## src/hw/rtl/vnt_pkg.sv

```systemverilog
// ----------------------------------------------------------------------------
// vnt_pkg
// Shared types and constants of the vertex and normal transform block.
// ----------------------------------------------------------------------------
`default_nettype none

package vnt_pkg;

  localparam int POS_FRAC_BITS = 16;

  localparam int M_ENTRIES = 12;
  localparam int IDX_W     = 4;
  localparam int VAL_W     = 32;
  localparam int NRM_W     = 16;
  localparam int ST_W      = 2;

  // Shared multiply-accumulate unit.
  localparam int OPD_W = 33;
  localparam int PRD_W = 2 * OPD_W;
  localparam int ACC_W = 100;

  // Normal path.
  localparam int COF_W = 65;
  localparam int MAG_W = 80;
  localparam int SQ_W  = 64;
  localparam int LEN_W = 32;
  localparam int QUO_W = 15;
  localparam int NUM_W = 47;
  localparam int UNIT_SH = 14;

  localparam logic [QUO_W-1:0] NRM_ONE = QUO_W'(16384);

  typedef enum logic [ST_W-1:0] {
    ST_OK          = 2'd0,
    ST_SINGULAR    = 2'd1,
    ST_ZERO_NORMAL = 2'd2,
    ST_POS_SAT     = 2'd3
  } status_e;

  typedef enum logic {
    OP_LOAD  = 1'b0,
    OP_XFORM = 1'b1
  } opcode_e;

  typedef struct packed {
    logic ld_a;
    logic ld_b;
    logic mul;
    logic acc_init;
    logic acc_add;
    logic acc_post;
    logic neg;
    logic sh32;
  } mac_ctl_t;

  typedef struct packed {
    logic go;
    logic div;
  } rdu_cmd_t;

endpackage

`default_nettype wire

```

## src/hw/rtl/vnt_mac.sv

```systemverilog
// ----------------------------------------------------------------------------
// vnt_mac
// Shared signed multiply-accumulate unit with operand and product registers.
// ----------------------------------------------------------------------------
`default_nettype none

module vnt_mac (
  input  wire                                    clk_i,
  input  wire                                    rst_ni,
  input  vnt_pkg::mac_ctl_t                      ctl_i,
  input  wire logic signed [vnt_pkg::OPD_W-1:0]  opnd_i,
  input  wire logic signed [vnt_pkg::ACC_W-1:0]  init_i,
  output logic signed [vnt_pkg::ACC_W-1:0]       acc_o
);
  import vnt_pkg::*;

  logic signed [OPD_W-1:0] a_q, b_q;
  logic signed [PRD_W-1:0] prod_q;
  logic signed [ACC_W-1:0] acc_q, acc_d, prod_ext, addend;

  always_comb begin
    prod_ext = ACC_W'(prod_q);
    if (ctl_i.sh32) begin
      prod_ext = prod_ext <<< 32;
    end
    addend = ctl_i.neg ? -prod_ext : prod_ext;
    acc_d = acc_q;
    if (ctl_i.acc_init) begin
      acc_d = init_i;
    end else if (ctl_i.acc_add) begin
      acc_d = acc_q + addend;
    end else if (ctl_i.acc_post) begin
      // Drop the fraction bits of the rounded sum, then add the translation.
      acc_d = (acc_q >>> POS_FRAC_BITS) + init_i;
    end
  end

  always_ff @(posedge clk_i or negedge rst_ni) begin
    if (!rst_ni) begin
      a_q    <= '0;
      b_q    <= '0;
      prod_q <= '0;
      acc_q  <= '0;
    end else begin
      if (ctl_i.ld_a) a_q <= opnd_i;
      if (ctl_i.ld_b) b_q <= opnd_i;
      if (ctl_i.mul)  prod_q <= a_q * b_q;
      acc_q <= acc_d;
    end
  end

  assign acc_o = acc_q;

endmodule

`default_nettype wire

```

## config.mk

```make
export PLATFORM = sky130hd
export DESIGN_NAME = vnt_mac
export DESIGN_NICKNAME = d
export VERILOG_FILES = /design/src/hw/rtl/vnt_pkg.sv /design/src/hw/rtl/vnt_mac.sv
export SDC_FILE = /design/constraint.sdc
export NUM_CORES = 2
export LEC_CHECK = 0
export BUFFER_PORTS_ARGS = -buffer_cell sky130_fd_sc_hd__buf_2
export CAP_MARGIN = 20
export CORE_MARGIN = 3
export CORE_UTILIZATION = 58
export CTS_BUF_LIST = sky130_fd_sc_hd__clkbuf_16
export DETAILED_ROUTE_END_ITERATION = 7
export HOLD_SLACK_MARGIN = 0.12
export PLACE_DENSITY = 0.83
export SLEW_MARGIN = 20
export SYNTH_ARGS = -nofsm -noshare
export SYNTH_HDL_FRONTEND = slang
export SYNTH_SLANG_ARGS = --single-unit
```

## constraint.sdc

```tcl
create_clock -name clk_i -period 11.45 [get_ports clk_i]
set_input_delay 0 -clock clk_i [delete_from_list [all_inputs] [get_ports clk_i]]
set_output_delay 0 -clock clk_i [all_outputs]
set_load 0.03 [all_outputs]
```

; After elaboration in Yosys (flattened, before gate mapping)
; Cells that the tools add are included.
[op_classes]
n_addsub = 3
multipliers = 1
n_div = 0
order_cmp = 0
eq_ne = 0
shift = 0
n_mux = 5
bitwise = 0
reduce_logical = 1
[op_table]
columns = cell, n
row1 = 100-bit 2-to-1 mux, 4
row2 = 100-bit adder, 1
row3 = 84-bit by 100-bit adder with 100-bit output, 1
row4 = 98-bit negator with 100-bit output, 1
row5 = 97-bit 2-to-1 mux, 1
row6 = 33-bit by 33-bit multiplier with 66-bit output, 1
row7 = 3-bit nonzero test, 1
[totals]
regBits = 232
latch_bits = 0
mem_bits_rw = 0
rom_bits = 0
input_bits = 143
output_inout_bits = 100
wordCells = 14
n_memories = 0

; Longest topological paths before layout
[logic_depth]
ltp_word = 6
mapped_depth = 31
mapped_depth_nobuf = 29

; Least setup slack after synthesis
; OpenSTA, ideal clock, no wires.
[synth_timing]
path_type = register -> register
start = register a_q[32]
end = register prod_q[64]
setup_ns = 0.125
t_arrival_ns = 8.109
required_time_ns = 11.325
path_slack_ns = 3.216
stages_incl_launch_ff = 28
path_buffers = 1
cell_sequence = dfrtp_1 -> clkbuf_1 -> nand2_1 -> inv_1 -> fa_1 -> inv_1 -> fa_1 -> inv_1 -> fa_1 -> inv_1 -> fa_1 -> inv_1 -> fa_1 -> fa_1 -> fa_1 -> inv_1 -> fa_1 -> inv_1 -> ha_1 -> nand3_1 -> nor2_1 -> a221o_1 -> o32ai_1 -> a21oi_1 -> o21ai_1 -> o31ai_1 -> xor2_1 -> mux2_2
[synth_via]
elab_chain_len = 1
[synth_lines]
columns = element, line
row1 = "start, declared", vnt_mac.sv:17  ; logic signed [OPD_W-1:0] a_q, b_q;
row2 = "start signal, assigned", vnt_mac.sv:45  ; if (ctl_i.ld_a) a_q <= opnd_i;
row3 = 33-bit by 33-bit multiplier with 66-bit output, vnt_mac.sv:47  ; if (ctl_i.mul) prod_q <= a_q * b_q;
row4 = "end signal, assigned", vnt_mac.sv:47
row5 = "end, declared", vnt_mac.sv:18  ; logic signed [PRD_W-1:0] prod_q;
; No other way between the ends.
; A chain may end at the register's enable or synchronous reset.

; Worst setup path after layout
[layout_timing]
start = register b_q[1]
end = register prod_q[65]
[layout_via]
elab_chain_len = 1
[layout_lines]
columns = element, line
row1 = "start, declared", vnt_mac.sv:17
row2 = "start signal, assigned", vnt_mac.sv:46  ; if (ctl_i.ld_b) b_q <= opnd_i;
row3 = 33-bit by 33-bit multiplier with 66-bit output, vnt_mac.sv:47
; No other way between the ends.

==> summary.txt <==
Status: completed
Starting density of the core: 58.7%
Fin cells: 9205
Finish-stage setup viols: 0
Number of buffers created by CTS: 36
Final Hold Viols: 0
Post-DRT Antenna Nets: 0
Post-cts resize count: 0
Layout area overhead: 7.78%
NumNets Final: 9393
First-pass GRT wire length: 348000 um
Post-synth net total: 9292
HPWL after detailed placement: 178000 um
Drt pass-1 iters: 8
RR Startpoint: b_q[1]$_DFFE_PN0P_
H-tree lvl count: 2
Syn avg cell area: 8.59 sq um
Gr usage total: 38.7%
Initial drt markers: 5920
Minimum clock period: 9.51 ns
RSZ-0062 raised after global routing: false
Post-synth ARST share: 100%
CP required: 11.99 ns
Global route overflow: 0
Vias/cell: 6.24
Flops & latches, synth: 232
CP Launch Type: flop
Worst rel slew slack: 22.7%
Critical R2R Capture: prod_q[65]$_DFFE_PN0P_
Hold endpoint: a_q[29]$_DFFE_PN0P_
WP depth: 26
CTS root buf: clkbuf_16
Io pins: 243
Die area: 116000 sq um
Peak per-stage delay on the critical path: 1.11 ns
Hold_sp: opnd_i[29]
Post-route setup TNS: 0 ns
Worst Path Max Fanout: 34
FF-to-FF path depth: 26
Post-Syn Instances: 7586
Routed WL: 225000 um
Slowest cell on crit path: fa_1
Largest net degree at the start of global routing: 91
Reg2Reg Setup Slack: 1.94 ns
CTS tree: done
Later-pin clock latency in the skew report: 0.65 ns
Mapped Area: 65200 sq um
RD Place Congestion: 1.05
Share of cells above drive strength 1: 7.63%
Port bufs: 242
Tcrit/Tclk final: 83.1%
Most used DFF post-synth: dfrtp_1
DRC Markers: 0
Die span in y: 341 um
Slew Viols, Final: 0
Setup CP Type: reg2reg
Synth Warn #: 0
Most Frequent Cell on Critical Path: fa_1
Sink Count: 232
MaxCap Viol Count: 0
CP bufs+invs: 6
Max Freq: 0.105 GHz
Reg clk slew, reported paths: 0.06 ns
Core ar.: 111000 sq um
Delay-heaviest family, CP: adder cells
Clock buffer depth: 3
DR WL/cell: 24.4 um
Via count: 57500
Tightest Hold Check Type: in2reg
Data arrival time of the worst path: 10.05 ns
Post-synthesis cell type count: 97
CP endpoint kind: flop
Num rows: 122
Horiz. Die Dim: 341 um
Clk_skew: 0.0361 ns
EDFF count, synth: 0
Worst slew pin tran: 1.16 ns
Worst Hold Depth: 3
Sequential share of the synthesized area: 8.91%
Post-CTS setup buffer count: 0
Initial antenna violation count: 0
Placed insts: 8956
Vias in the first global route: 60300
[Yosys cell counts (9+ instances only)]
cell type | count | area share, %
nand4_1 | 101 | 0.97
a211o_1 | 9 | 0.12
o21a_1 | 41 | 0.47
and2_1 | 556 | 5.3
o21ai_1 | 50 | 0.38
or4_1 | 11 | 0.13
fa_1 | 1147 | 35
a211oi_1 | 58 | 0.67
o31ai_1 | 38 | 0.44
or2_2 | 13 | 0.12
xnor2_1 | 179 | 2.4
nor2_1 | 301 | 1.7
or3_1 | 36 | 0.35
nor4_1 | 28 | 0.27
o211ai_1 | 24 | 0.28
a221oi_1 | 27 | 0.36
inv_1 | 1179 | 6.8
o21bai_1 | 68 | 0.78
nor2b_1 | 34 | 0.33
dfrtp_1 | 232 | 8.9
nand3_1 | 60 | 0.46
nor3b_1 | 15 | 0.17
and3_1 | 36 | 0.35
nand2b_1 | 35 | 0.34
a21boi_1 | 9 | 0.10
clkbuf_1 | 413 | 2.4
mux2i_1 | 78 | 1.2
mux2_2 | 143 | 2.5
o41ai_1 | 10 | 0.13
xor2_1 | 153 | 2.1
a221o_1 | 9 | 0.14
or2_1 | 9 | 0.086
a21oi_1 | 438 | 3.4
nor3_1 | 89 | 0.68
ha_1 | 416 | 8.0
o21ai_0 | 260 | 2.0
buf_1 | 27 | 0.16
a31oi_1 | 56 | 0.54
a21o_1 | 154 | 1.8
o22ai_1 | 20 | 0.19
a21boi_0 | 15 | 0.17
nand2_1 | 854 | 4.9
[flip-flops by register name, indices dropped and copies added (netlist names)]
name,flops
acc_o,100
a_q,33
prod_q,66
b_q,33
[worst max path at each step]
| stage | slack (ns) | to | startpoint |
|---|---|---|---|
| after global placement | 2.22 | prod_q[58]$_DFFE_PN0P_ | b_q[1]$_DFFE_PN0P_ |
| after CTS | 1.96 | prod_q[64]$_DFFE_PN0P_ | b_q[1]$_DFFE_PN0P_ |
| after global routing | 1.41 | prod_q[64]$_DFFE_PN0P_ | b_q[1]$_DFFE_PN0P_ |
| after floorplan | 3.22 | prod_q[64]$_DFFE_PN0P_ | a_q[32]$_DFFE_PN0P_ |
| final | 1.94 | prod_q[65]$_DFFE_PN0P_ | b_q[1]$_DFFE_PN0P_ |
| after detailed placement | 1.96 | prod_q[64]$_DFFE_PN0P_ | b_q[1]$_DFFE_PN0P_ |
[area by class of cell]
| cell class | count | area [sq um] |
|---|---|---|
| Antenna cell | 2 | 5.00 |
| Clock buffer | 36 | 901 |
| Clock inverter | 30 | 278 |
| Fill cell | 9344 | 40900 |
| Inverter | 1182 | 4440 |
| Multi-Input combinational cell | 5724 | 53200 |
| Sequential cell | 232 | 5820 |
| Tap cell | 1488 | 1860 |
| Timing Repair Buffer | 511 | 3720 |
[cells by family after synthesis]
group                    after synthesis  synth area share, %
AND/OR/NAND/NOR                     2217                 16.9
buffers and inverters               1630                 9.42
adder cells (fa/ha/maj)             1563                 43.2
AO/OA/AOI/OAI                       1390                 13.4
XOR/XNOR                             332                 4.46
flip-flops                           232                 8.91
multiplexers                         222                 3.69
[stage by stage]
step / hold slack [ns] / area [sq um] / setup WS (ns) / utilization (%)
floorplan: -0.296 / 65200 / 3.22 / -
global placement: -0.0566 / 67200 / 2.22 / 60.5
detailed placement: -0.0584 / 67200 / 1.96 / 60.5
CTS: 0.125 / 70300 / 1.96 / 63.2
global route: 0.164 / 70300 / 1.41 / 63.2
finish: 0.158 / 70300 / 1.94 / 63.2
[layout by cell type (no fill, tap or decap), types with 11 or more instances in the layout]
cell type,netlist,layout
nor3_1,89,89
a21o_1,154,154
nor2_1,301,301
clkbuf_16,0,36
nand4_1,101,101
or2_2,13,13
and3_1,36,36
or3_1,36,36
mux2_2,143,143
ha_1,416,416
nand2b_1,35,35
dfrtp_1,232,222
o211ai_1,24,24
buf_2,6,237
or4_1,11,11
o21ai_1,50,50
xor2_1,153,153
and2_1,556,556
o22ai_1,20,20
nor2b_1,34,34
inv_1,1179,1183
o21a_1,41,41
mux2i_1,78,78
xnor2_1,179,179
nand3_1,60,60
dlygate4sd3_1,0,180
o21bai_1,68,68
o21ai_0,260,260
o31ai_1,38,38
fa_1,1147,1147
nand2_1,854,854
nor3b_1,15,15
a21boi_0,15,15
buf_4,0,92
nor4_1,28,28
a21oi_1,438,438
a221oi_1,27,27
a31oi_1,56,56
a211oi_1,58,58
[tightest hold or removal path, stage by stage]
cell and delay, ns:
dlygate4sd3_1 0.52, buf_2 0.10, mux2_2 0.13
[metal layers]
layer	track usage, %	wire (um)	vias up
met4	18.3	12700	0
met2	61.6	102000	3588
li1	-	-	24700
met1	50.6	85400	28400
met3	8.48	25100	796
met5	0	0	-
[repair_timing]
action	4_1_cts	5_1_grt
setup endpoints to repair	0	0
hold buffers	181	0
endpoints found under the hold margin	368	0
Power is left out: the tool's default activity adds up to more than one toggle a clock period on the data nets, which glitch-free logic cannot reach.
